===== config.mk =====
export PLATFORM = sky130hd
export DESIGN_NAME = utf8_to_ucs2_decoder_unit
export DESIGN_NICKNAME = d
export VERILOG_FILES = /design/src/design/utf8dec_pkg.sv /design/src/design/utf8_to_ucs2_decoder_unit.sv
export SDC_FILE = /design/constraint.sdc
export NUM_CORES = 1
export LEC_CHECK = 0
export BUFFER_PORTS_ARGS = -buffer_cell sky130_fd_sc_hd__buf_2
export CAP_MARGIN = 20
export CORE_MARGIN = 4
export CORE_UTILIZATION = 40
export DETAILED_ROUTE_END_ITERATION = 16
export GPL_ROUTABILITY_DRIVEN = 1
export SYNTH_ARGS = -nofsm -noshare
export SYNTH_HDL_FRONTEND = slang
export SYNTH_SLANG_ARGS = --single-unit

===== constraint.sdc =====
create_clock -name clk -period 6.5 [get_ports clk]
set_clock_uncertainty 0.1 [all_clocks]
set_input_delay 0.975 -clock clk [delete_from_list [all_inputs] [get_ports clk]]
set_output_delay 0.975 -clock clk [all_outputs]
set_load 0.02 [all_outputs]

===== src/design/utf8dec_pkg.sv =====
// ----------------------------------------------------------------------------
// utf8dec_pkg
// Shared types, constants and helpers of the UTF-8 to UCS-2 decoder.
// ----------------------------------------------------------------------------
`default_nettype none

package utf8dec_pkg;

    localparam int ACC_W  = 31;
    localparam int UNIT_W = 16;

    // Stand-in for any value that does not fit in 16 bits ('?')
    localparam logic [UNIT_W-1:0] SUBST_CHAR = 16'h003F;

    // Why a result closes the string
    typedef enum logic [2:0] {
        REASON_NONE    = 3'd0,
        REASON_ZERO    = 3'd1,
        REASON_BADCONT = 3'd2,
        REASON_TRUNC   = 3'd3,
        REASON_BUFEND  = 3'd4
    } end_reason_t;

    // Leading ones of a lead byte; seven or more report as 7
    function automatic logic [2:0] lead_ones(input logic [7:0] b);
        logic [2:0] cnt;
        priority if (!b[7]) cnt = 3'd0;
        else if (!b[6])     cnt = 3'd1;
        else if (!b[5])     cnt = 3'd2;
        else if (!b[4])     cnt = 3'd3;
        else if (!b[3])     cnt = 3'd4;
        else if (!b[2])     cnt = 3'd5;
        else if (!b[1])     cnt = 3'd6;
        else                cnt = 3'd7;
        return cnt;
    endfunction

    // Value bits of a lead byte, placed for the given sequence length
    function automatic logic [ACC_W-1:0] lead_bits(input logic [7:0] b,
                                                   input logic [2:0] cnt);
        logic [ACC_W-1:0] acc;
        unique case (cnt)
            3'd2:    acc = {20'd0, b[4:0], 6'd0};
            3'd3:    acc = {15'd0, b[3:0], 12'd0};
            3'd4:    acc = {10'd0, b[2:0], 18'd0};
            3'd5:    acc = {5'd0, b[1:0], 24'd0};
            3'd6:    acc = {b[0], 30'd0};
            default: acc = '0;
        endcase
        return acc;
    endfunction

    // Six continuation bits placed by the count of bytes still to come
    function automatic logic [ACC_W-1:0] cont_bits(input logic [5:0] bits,
                                                   input logic [2:0] left);
        logic [ACC_W-1:0] acc;
        unique case (left)
            3'd0:    acc = {25'd0, bits};
            3'd1:    acc = {19'd0, bits, 6'd0};
            3'd2:    acc = {13'd0, bits, 12'd0};
            3'd3:    acc = {7'd0, bits, 18'd0};
            3'd4:    acc = {1'd0, bits, 24'd0};
            default: acc = '0;
        endcase
        return acc;
    endfunction

endpackage

`default_nettype wire


===== src/design/utf8_to_ucs2_decoder_unit.sv =====
// ----------------------------------------------------------------------------
// utf8_to_ucs2_decoder_unit
// Byte-stream UTF-8 decoder producing 16-bit code units with end status.
// ----------------------------------------------------------------------------
// Usage:
//   Byte channel (byte_valid / byte_stall): one UTF-8 byte per item with
//   last_byte marking the final byte of the buffer.
//   Char channel (char_valid / char_stall): zero or one result per byte,
//   carrying has_char, code_unit, done_res and end_reason.
//   A byte is taken every cycle while byte_stall is low; its result, if any,
//   shows on the char channel in the cycle after the byte is accepted. Sustained
//   rate is one byte per cycle while char_stall is low, set by the combinational
//   update of the pending count and accumulator feeding the result register.
//   While a result sits unaccepted and char_stall is high, byte_stall is
//   raised and the decoder holds; the result register then frees as soon
//   as the receiver takes it.
//   Reset clears the pending count, accumulator, drain flag and the result
//   valid; decoding starts at the first byte of a new buffer.
// ----------------------------------------------------------------------------
`default_nettype none

module utf8_to_ucs2_decoder_unit
    import utf8dec_pkg::*;
(
    input  wire logic              clk,
    input  wire logic              rst_n,
    // byte channel
    input  wire logic              byte_valid,
    output logic                   byte_stall,
    input  wire logic [7:0]        data_byte,
    input  wire logic              last_byte,
    // char channel
    output logic                   char_valid,
    input  wire logic              char_stall,
    output logic                   has_char,
    output logic [UNIT_W-1:0]      code_unit,
    output logic                   done_res,
    output logic [2:0]             end_reason
);

    // decoder state
    logic [2:0]       pending_reg, pending_next;
    logic [ACC_W-1:0] accum_reg, accum_next;
    logic             draining_reg, draining_next;

    // result register
    logic              char_valid_reg;
    logic              has_char_reg;
    logic [UNIT_W-1:0] code_unit_reg;
    logic              done_res_reg;
    end_reason_t       end_reason_reg;

    logic              accept;
    logic              out_load;
    logic              emit;
    logic              r_has;
    logic [UNIT_W-1:0] r_unit;
    logic              r_done;
    end_reason_t       r_reason;

    // handshake
    assign byte_stall = char_valid_reg && char_stall;
    assign accept     = byte_valid && !byte_stall;
    assign out_load   = !char_valid_reg || !char_stall;

    // per-byte decode
    always_comb
    begin
        logic [2:0]        cnt;
        logic [2:0]        left;
        logic [ACC_W-1:0]  merged;
        logic              fin;
        logic [ACC_W-1:0]  fin_value;
        logic [UNIT_W-1:0] fin_unit;

        pending_next  = pending_reg;
        accum_next    = accum_reg;
        draining_next = draining_reg;
        emit          = 1'b0;
        r_has         = 1'b0;
        r_unit        = '0;
        r_done        = 1'b0;
        r_reason      = REASON_NONE;
        fin           = 1'b0;
        fin_value     = '0;
        cnt           = lead_ones(data_byte);
        left          = pending_reg - 3'd1;
        merged        = accum_reg | cont_bits(data_byte[5:0], left);

        if (accept)
        begin
            if (draining_reg)
            begin
                if (last_byte)
                    draining_next = 1'b0;
            end
            else if (pending_reg == 3'd0)
            begin
                if (cnt == 3'd1 || cnt == 3'd7)
                begin
                    // lone continuation or 0xFE/0xFF: skipped
                    if (last_byte)
                    begin
                        emit     = 1'b1;
                        r_done   = 1'b1;
                        r_reason = REASON_BUFEND;
                    end
                end
                else if (cnt == 3'd0)
                begin
                    fin       = 1'b1;
                    fin_value = {{(ACC_W-8){1'b0}}, data_byte};
                end
                else if (last_byte)
                begin
                    // sequence opened on the final byte
                    pending_next = 3'd0;
                    accum_next   = '0;
                    emit         = 1'b1;
                    r_done       = 1'b1;
                    r_reason     = REASON_TRUNC;
                end
                else
                begin
                    pending_next = cnt - 3'd1;
                    accum_next   = lead_bits(data_byte, cnt);
                end
            end
            else if (data_byte[7:6] != 2'b10)
            begin
                // broken sequence
                pending_next  = 3'd0;
                accum_next    = '0;
                draining_next = !last_byte;
                emit          = 1'b1;
                r_done        = 1'b1;
                r_reason      = REASON_BADCONT;
            end
            else if (left == 3'd0)
            begin
                pending_next = 3'd0;
                accum_next   = '0;
                fin          = 1'b1;
                fin_value    = merged;
            end
            else if (last_byte)
            begin
                pending_next = 3'd0;
                accum_next   = '0;
                emit         = 1'b1;
                r_done       = 1'b1;
                r_reason     = REASON_TRUNC;
            end
            else
            begin
                pending_next = left;
                accum_next   = merged;
            end
        end

        // completed character
        fin_unit = (|fin_value[ACC_W-1:UNIT_W]) ? SUBST_CHAR : fin_value[UNIT_W-1:0];
        if (fin)
        begin
            emit   = 1'b1;
            r_has  = 1'b1;
            r_unit = fin_unit;
            if (fin_unit == '0)
            begin
                draining_next = !last_byte;
                r_done        = 1'b1;
                r_reason      = REASON_ZERO;
            end
            else if (last_byte)
            begin
                r_done   = 1'b1;
                r_reason = REASON_BUFEND;
            end
        end
    end

    // control state
    always_ff @(posedge clk or negedge rst_n)
    begin
        if (!rst_n)
        begin
            pending_reg    <= 3'd0;
            accum_reg      <= '0;
            draining_reg   <= 1'b0;
            char_valid_reg <= 1'b0;
        end
        else
        begin
            pending_reg  <= pending_next;
            accum_reg    <= accum_next;
            draining_reg <= draining_next;
            if (out_load)
                char_valid_reg <= emit;
        end
    end

    // result payload
    always_ff @(posedge clk)
    begin
        if (out_load)
        begin
            has_char_reg   <= r_has;
            code_unit_reg  <= r_unit;
            done_res_reg   <= r_done;
            end_reason_reg <= r_reason;
        end
    end

    assign char_valid = char_valid_reg;
    assign has_char   = has_char_reg;
    assign code_unit  = code_unit_reg;
    assign done_res   = done_res_reg;
    assign end_reason = end_reason_reg;

    // checks
    a_pending_range: assert property (@(posedge clk) disable iff (!rst_n)
        pending_reg <= 3'd5)
        else $error("pending count out of range");

    a_drain_clean: assert property (@(posedge clk) disable iff (!rst_n)
        draining_reg |-> (pending_reg == 3'd0 && accum_reg == '0))
        else $error("draining with a partial sequence held");

    a_nochar_closes: assert property (@(posedge clk) disable iff (!rst_n)
        (char_valid_reg && !has_char_reg) |-> done_res_reg)
        else $error("result without character does not close string");

    a_open_nonzero: assert property (@(posedge clk) disable iff (!rst_n)
        (char_valid_reg && !done_res_reg) |->
            (has_char_reg && code_unit_reg != '0 && end_reason_reg == REASON_NONE))
        else $error("open result carries zero or reason");

endmodule

`default_nettype wire


==> flow_summary.ini, run 1 <==
[run_status]
outcome = finished clean

[floorplan]
start_util_pct = 41.5
die_h_um = 95.2
chipWidth_um = 95.2
floorplan.rows = 31
io-pin-count = 36
design.core.area_um2 = 7330
fp.dieArea_um2 = 9060

[power]
power_switching_share_pct = 40.2
sequentialPowerShare_pct = 36.1
power.share.combinational_pct = 40.5
ir_drop_uv = 161
leakage_power_nw = 1.55
power_report.internal_total_mw = 0.850
p_sw_mw = 0.572
pwr-share-clk_pct = 23.4
power_per_cell_area_nw_per_um2 = 411

[place]
place_inst = 411
detailedPlacementHpwl_mm = 5.17
finalWeightedCongestion = 0.898
place_area_um2 = 3260
place.port_buffers = 35

[cts]
clock_path_buffers = 2
post_cts.resized_instances = 0
later_pin_clock_latency_in_the_skew_report_ns = 0.35
cts_root_buf = clkbuf_8
hold_fix_buffers_at_cts = 0
cts.repair_timing.setup_buffer_count = 0
cts-buffers-inserted = 9
total_number_of_clock_tree_sinks = 57
cts_tree = yes
cts_max_level = 3
cts.reportedPaths.clkPinSlew_ns = 0.07

[drt]
drt_first_iter_violations = 128
detail-route-antenna-nets = 0
totalWireLength_mm = 7.40
post_drt_via_cell_ratio = 5.72
post_drt_wl_per_cell_um = 17.3
firstDrtPassIters = 4
detail_route.drc_violations = 0
route.vias.total = 2444

[global_routing]
globalRouteMet3Util_pct = 4.10
grt_use_met1_pct = 24.5
gr-usage-all-layers_pct = 17.9
grt_overflow_total = 0
met2_usage_pct = 26.9
grt_max_degree = 37
grt_first_pass_wirelength_mm = 12.3
first_global_vias = 2329
grt.busiest_layer = met2
initial_antenna_violation_count = 0

[timing]
max_slew_margin_pct = 43.6
clock.fmax_mhz = 254
hold_violations = 0
grt_setup_unrepaired = no
final_max_slew_viol_count = 0
whs_ns = 0.391
timing_worst_slew_pin_value_ns = 0.835
fin_crit_sh_pct = 60.5
final-setup-viol-count = 0
finalSetupTns_ns = 0
final_period_minus_worst_setup_slack_ns = 3.93

[worst_setup_path]
worstPathArrival_ns = 4.02
critPathRequiredTime_ns = 6.59
worstSetupStartpointType = primary input
path_buf_inv = 2
critical_path.cell_chain = buf_2, and2b_1, o21ai_0, a21boi_0, nand2b_1, inv_1, ha_1, or2_2, mux2i_1, o21ai_1, nor2_1, a21oi_1
delay_contributed_by_the_slowest_stage_of_the_critical_path_ns = 0.69
criticalPathCategory = in -> reg
worst-r2r-cell-count = 7
crit_family = simple AND/OR/NAND/NOR gates
critical_path.endpoint_type = register
crit_fanout = 12
critical_path.slowest_cell = nor2_1
worst-path-stages = 12

[layout]
design_area_um2 = 3460
layout.cells.most_common_list = dfrtp_1 (36), buf_2 (35), nor2_1 (24), a21oi_1 (24), edfxtp_1 (21)
largest_register_ffs = 31
register_area_um2 = 1530
drive_gt1_share_pct = 22.9
final_common_cell = dfrtp_1
final_cell_count_no_fill = 427
multiInputGateArea_um2 = 1380
nNetsFinal = 346
n_fill_cell = 678
diodes = 0
areaGrowthSynthToFinish_pct = 13.7

[min_path]
hold_depth = 2
holdCritPathClass = reg -> reg

[yosys]
synth_cell_type_count = 56
synth_area_um2 = 3040
ys.flop_type = dfrtp_1
synth-async-reset-ratio_pct = 63.2
synth-edff-count = 21
synth_area_per_cell_um2 = 10.4
yosys_warnings = 0
ys_seq_area_share_pct = 50.3
postSynthCellCount = 292
synth-seq-cells = 57
post_syn_nets = 315

[flow_run]
maxCapViolations = 0
-- synth_stat cells (3+ instances only) --
cell	number	area share, %
and2_1	11	2.3
nor4_1	9	1.9
nor3_1	4	0.66
a32oi_1	3	0.86
a21o_1	3	0.74
o21ai_0	12	2.0
a211oi_1	3	0.74
nor2_2	8	1.6
nand2_1	10	1.2
nor2_1	24	3.0
dfrtp_1	36	30
o211ai_1	3	0.74
a21oi_1	24	3.9
clkbuf_1	8	0.99
or3_1	4	0.82
a31oi_1	13	2.7
ha_1	10	4.1
edfxtp_1	21	21
and3_1	3	0.62
or2_2	4	0.82
buf_4	4	0.99
a22o_2	3	0.99
nand2b_1	4	0.82
inv_1	9	1.1
nand3_1	8	1.3
a22o_1	10	2.9
buf_2	3	0.49
-- metrics by stage --
step	setup WS, ns	power, mW	util (%)
2_1_floorplan	2.90	0.941	-
3_3_place_gp	2.37	1.09	44.4
3_5_place_dp	2.25	1.09	44.4
4_1_cts	2.61	1.43	47.2
5_1_grt	2.13	1.52	47.2
6_report	2.57	1.42	47.2
-- power by group through the flow --
stage / clock [mW] / combinational (mW) / sequential, mW
2_1_floorplan: 0 / 0.369 / 0.572
3_3_place_gp: 0 / 0.575 / 0.519
3_5_place_dp: 0 / 0.574 / 0.520
4_1_cts: 0.339 / 0.576 / 0.513
5_1_grt: 0.358 / 0.636 / 0.523
6_report: 0.333 / 0.576 / 0.513
-- area by class of cell --
type | count | area share (%)
Clock inverter | 4 | 0.687
Clock buffer | 12 | 5.14
Tap cell | 99 | 3.58
Timing Repair Buffer | 37 | 5.50
Multi-Input combinational cell | 209 | 39.9
Sequential cell | 57 | 44.3
Inverter | 9 | 0.976
-- cell families after synthesis --
group | share of synthesized area [%]
AOI/OAI and AO/OA | 22.0
xor gates and xnor gates | 0.823
adders and majority gates | 4.11
buffers and inverters | 4.32
DFF | 50.3
muxes | 0.329
and+or+nand+nor | 18.1
-- final timing paths --
| kind | from | end | slack (ns) |
|---|---|---|---|
| worst max-delay path | data_byte[2] | accum_reg[24]$_DFFE_PN0P_ | 2.57 |
| worst min-delay path | accum_reg[30]$_DFFE_PN0P_ | accum_reg[30]$_DFFE_PN0P_ | 0.39 |
| worst max register to register | pending_reg[0]$_DFFE_PN0P_ | draining_reg$_DFF_PN0_ | 3.60 |
| worst min register to register | accum_reg[30]$_DFFE_PN0P_ | accum_reg[30]$_DFFE_PN0P_ | 0.39 |
| max in group asynchronous | rst_n | accum_reg[1]$_DFFE_PN0P_ | 5.12 |
| min in group asynchronous | rst_n | accum_reg[14]$_DFFE_PN0P_ | 0.64 |
-- worst register-to-register path, stage by stage, from the launching register on --
cell and delay (ns):
dfrtp_1 0.41, inv_1 0.13, ha_1 0.31, nor4bb_1 0.78
nand2_1 0.11, a2111oi_0 0.67, nand4b_1 0.18, o211ai_1 0.13
-- routing by layer --
| layer | routed length [um] | vias to the layer above |
|---|---|---|
| met2 | 3370 | 80 |
| met4 | 159 | 0 |
| met1 | 3420 | 1189 |
| met3 | 452 | 16 |
| met5 | 0 | - |
| li1 | - | 1159 |
(Power assumes the default switching activity.)
==> inputs of run 2 (changes only) <==
==> constraint.sdc (replaced) <==
create_clock -name clk -period 4.05 [get_ports clk]
set_clock_uncertainty 0.1 [all_clocks]
set_input_delay 0.6075 -clock clk [delete_from_list [all_inputs] [get_ports clk]]
set_output_delay 0.6075 -clock clk [all_outputs]
set_load 0.02 [all_outputs]
==> flow_summary.ini, run 2 (synthesized netlist as in run 1, its figures left out) <==
[layout]
areaGrowthSynthToFinish_pct = 15.3
nNetsFinal = 348
diodes = 0
final_cell_count_no_fill = 429
final_common_cell = dfrtp_1
largest_register_ffs = 31
n_fill_cell = 709
drive_gt1_share_pct = 23.0
layout.cells.most_common_list = dfrtp_1 (36), buf_2 (35), nor2_1 (24), a21oi_1 (24), edfxtp_1 (21)
design_area_um2 = 3510

[drt]
top_layer_used = met4
wl_met2_mm = 3.44
wl_met1_mm = 3.33
firstDrtPassIters = 4
totalWireLength_mm = 7.39
detail_route.drc_violations = 0
met3_length_um = 431
route.vias.total = 2423
post_drt_wl_per_cell_um = 17.2
detail-route-antenna-nets = 0
drt_first_iter_violations = 180
post_drt_via_cell_ratio = 5.65

[place]
place_inst = 413
place_area_um2 = 3270
detailedPlacementHpwl_mm = 5.20
place.port_buffers = 35
finalWeightedCongestion = 0.854

[power]
p_sw_mw = 0.916
ir_drop_uv = 236
sequentialPowerShare_pct = 34.3
pwr-share-clk_pct = 26.4
power_report.internal_total_mw = 1.49
leakage_power_nw = 1.57
power.share.combinational_pct = 39.3
power_switching_share_pct = 38.1
power_per_cell_area_nw_per_um2 = 685

[floorplan]
fp.dieArea_um2 = 9060
floorplan.rows = 31
die_h_um = 95.2
io-pin-count = 36
start_util_pct = 41.5
design.core.area_um2 = 7330
chipWidth_um = 95.2

[timing]
timing_worst_slew_pin_value_ns = 0.820
hold_violations = 0
clock.fmax_mhz = 304
final_period_minus_worst_setup_slack_ns = 3.29
finalSetupTns_ns = 0
whs_ns = 0.265
final-setup-viol-count = 0
grt_setup_unrepaired = no
fin_crit_sh_pct = 81.2
final_max_slew_viol_count = 0
max_slew_margin_pct = 45.4

[min_path]
holdCritPathClass = in -> async

[cts]
cts-buffers-inserted = 9
cts_max_level = 3
later_pin_clock_latency_in_the_skew_report_ns = 0.34
hold_fix_buffers_at_cts = 0
cts.repair_timing.setup_buffer_count = 0
cts.reportedPaths.clkPinSlew_ns = 0.07
total_number_of_clock_tree_sinks = 57
cts_tree = yes
post_cts.resized_instances = 0
clock_path_buffers = 2
cts_root_buf = clkbuf_8

[worst_setup_path]
delay_contributed_by_the_slowest_stage_of_the_critical_path_ns = 0.43
crit_fanout = 11
worstPathArrival_ns = 3.46
timing.rr.start = pending_reg[0]$_DFFE_PN0P_
criticalPathCategory = in -> reg
critical_path.cell_chain = buf_2, and2b_1, o21ai_0, a21boi_0, nand2b_1, inv_1, ha_1, or2_2, mux2i_1, o21ai_1, nor2_1, a22o_2
critical_path.endpoint_type = register
critical_path.slowest_cell = mux2i_1
worstSetupStartpointType = primary input
critPathRequiredTime_ns = 4.22
critical_path.startpoint = data_byte[2]

[run_status]
outcome = finished clean

[global_routing]
initial_antenna_violation_count = 0
gr-usage-all-layers_pct = 17.7
grt_overflow_total = 0
grt_first_pass_wirelength_mm = 12.1
grt_max_degree = 37
first_global_vias = 2373

[flow_run]
maxCapViolations = 0
## run 2: changes by cell type in the layout (fill, tap and decap cells not counted)
cell       previous run  this run
buf_4                 2         4
bufinv_16             0         3
clkbuf_1              1         2
clkbuf_16             2         0
clkinv_2              3         1
## run 2: worst paths after layout
| check | to | slack [ns] | cells after the start |
|---|---|---|---|
| max | accum_reg[7]$_DFFE_PN0P_ | 0.76 | 12 |
| min | pending_reg[0]$_DFFE_PN0P_ | 0.26 | 1 |
| max reg2reg | end_reason[2]$_DFFE_PN_ | 1.11 | 7 |
| min reg2reg | accum_reg[23]$_DFFE_PN0P_ | 0.40 | 2 |
| max in group asynchronous | accum_reg[1]$_DFFE_PN0P_ | 3.05 | 1 |
| min in group clk | accum_reg[23]$_DFFE_PN0P_ | 0.40 | 2 |
## run 2: final cells by class
| class | instances | area, um^2 | share of cell area (%) |
|---|---|---|---|
| Clock inverter | 5 | 104 | 2.96 |
| Inverter | 9 | 33.8 | 0.963 |
| Clock buffer | 11 | 131 | 3.74 |
| Tap cell | 99 | 124 | 3.53 |
| Sequential cell | 57 | 1530 | 43.7 |
| Timing Repair Buffer | 39 | 205 | 5.85 |
| Multi-Input combinational cell | 209 | 1380 | 39.3 |
## run 2: routing by layer
layer / GRT usage (%) / vias to the layer above
met3: 4.18 / 19
met4: 6.73 / 0
li1: - / 1166
met2: 27.2 / 95
met1: 24.2 / 1143
met5: 0 / -
## run 2: worst max-delay path: cells and delay by family
| family | cells | cell delay (ns) |
|---|---|---|
| and+or+nand+nor | 4 | 1.04 |
| AOI/OAI and AO/OA | 4 | 0.81 |
| muxes | 1 | 0.43 |
| buffers and inverters | 2 | 0.31 |
| adders and majority gates | 1 | 0.26 |
## run 2: stage by stage
step           setup slack [ns]  utilization, %  power (mW)
6_report                  0.762            47.9        2.40
5_1_grt                   0.480            47.9        2.55
4_1_cts                   0.825            47.9        2.41
3_5_place_dp              0.475            44.6        1.77
3_3_place_gp              0.581            44.6        1.77
2_1_floorplan             0.819               -        1.51
## run 2: power by group through the flow
stage	Sequential, mW	Combinational [mW]	Clock [mW]
4_1_cts	0.825	0.945	0.645
3_3_place_gp	0.833	0.940	0
3_5_place_dp	0.835	0.938	0
2_1_floorplan	0.919	0.592	0
6_report	0.824	0.944	0.636
5_1_grt	0.841	1.04	0.669
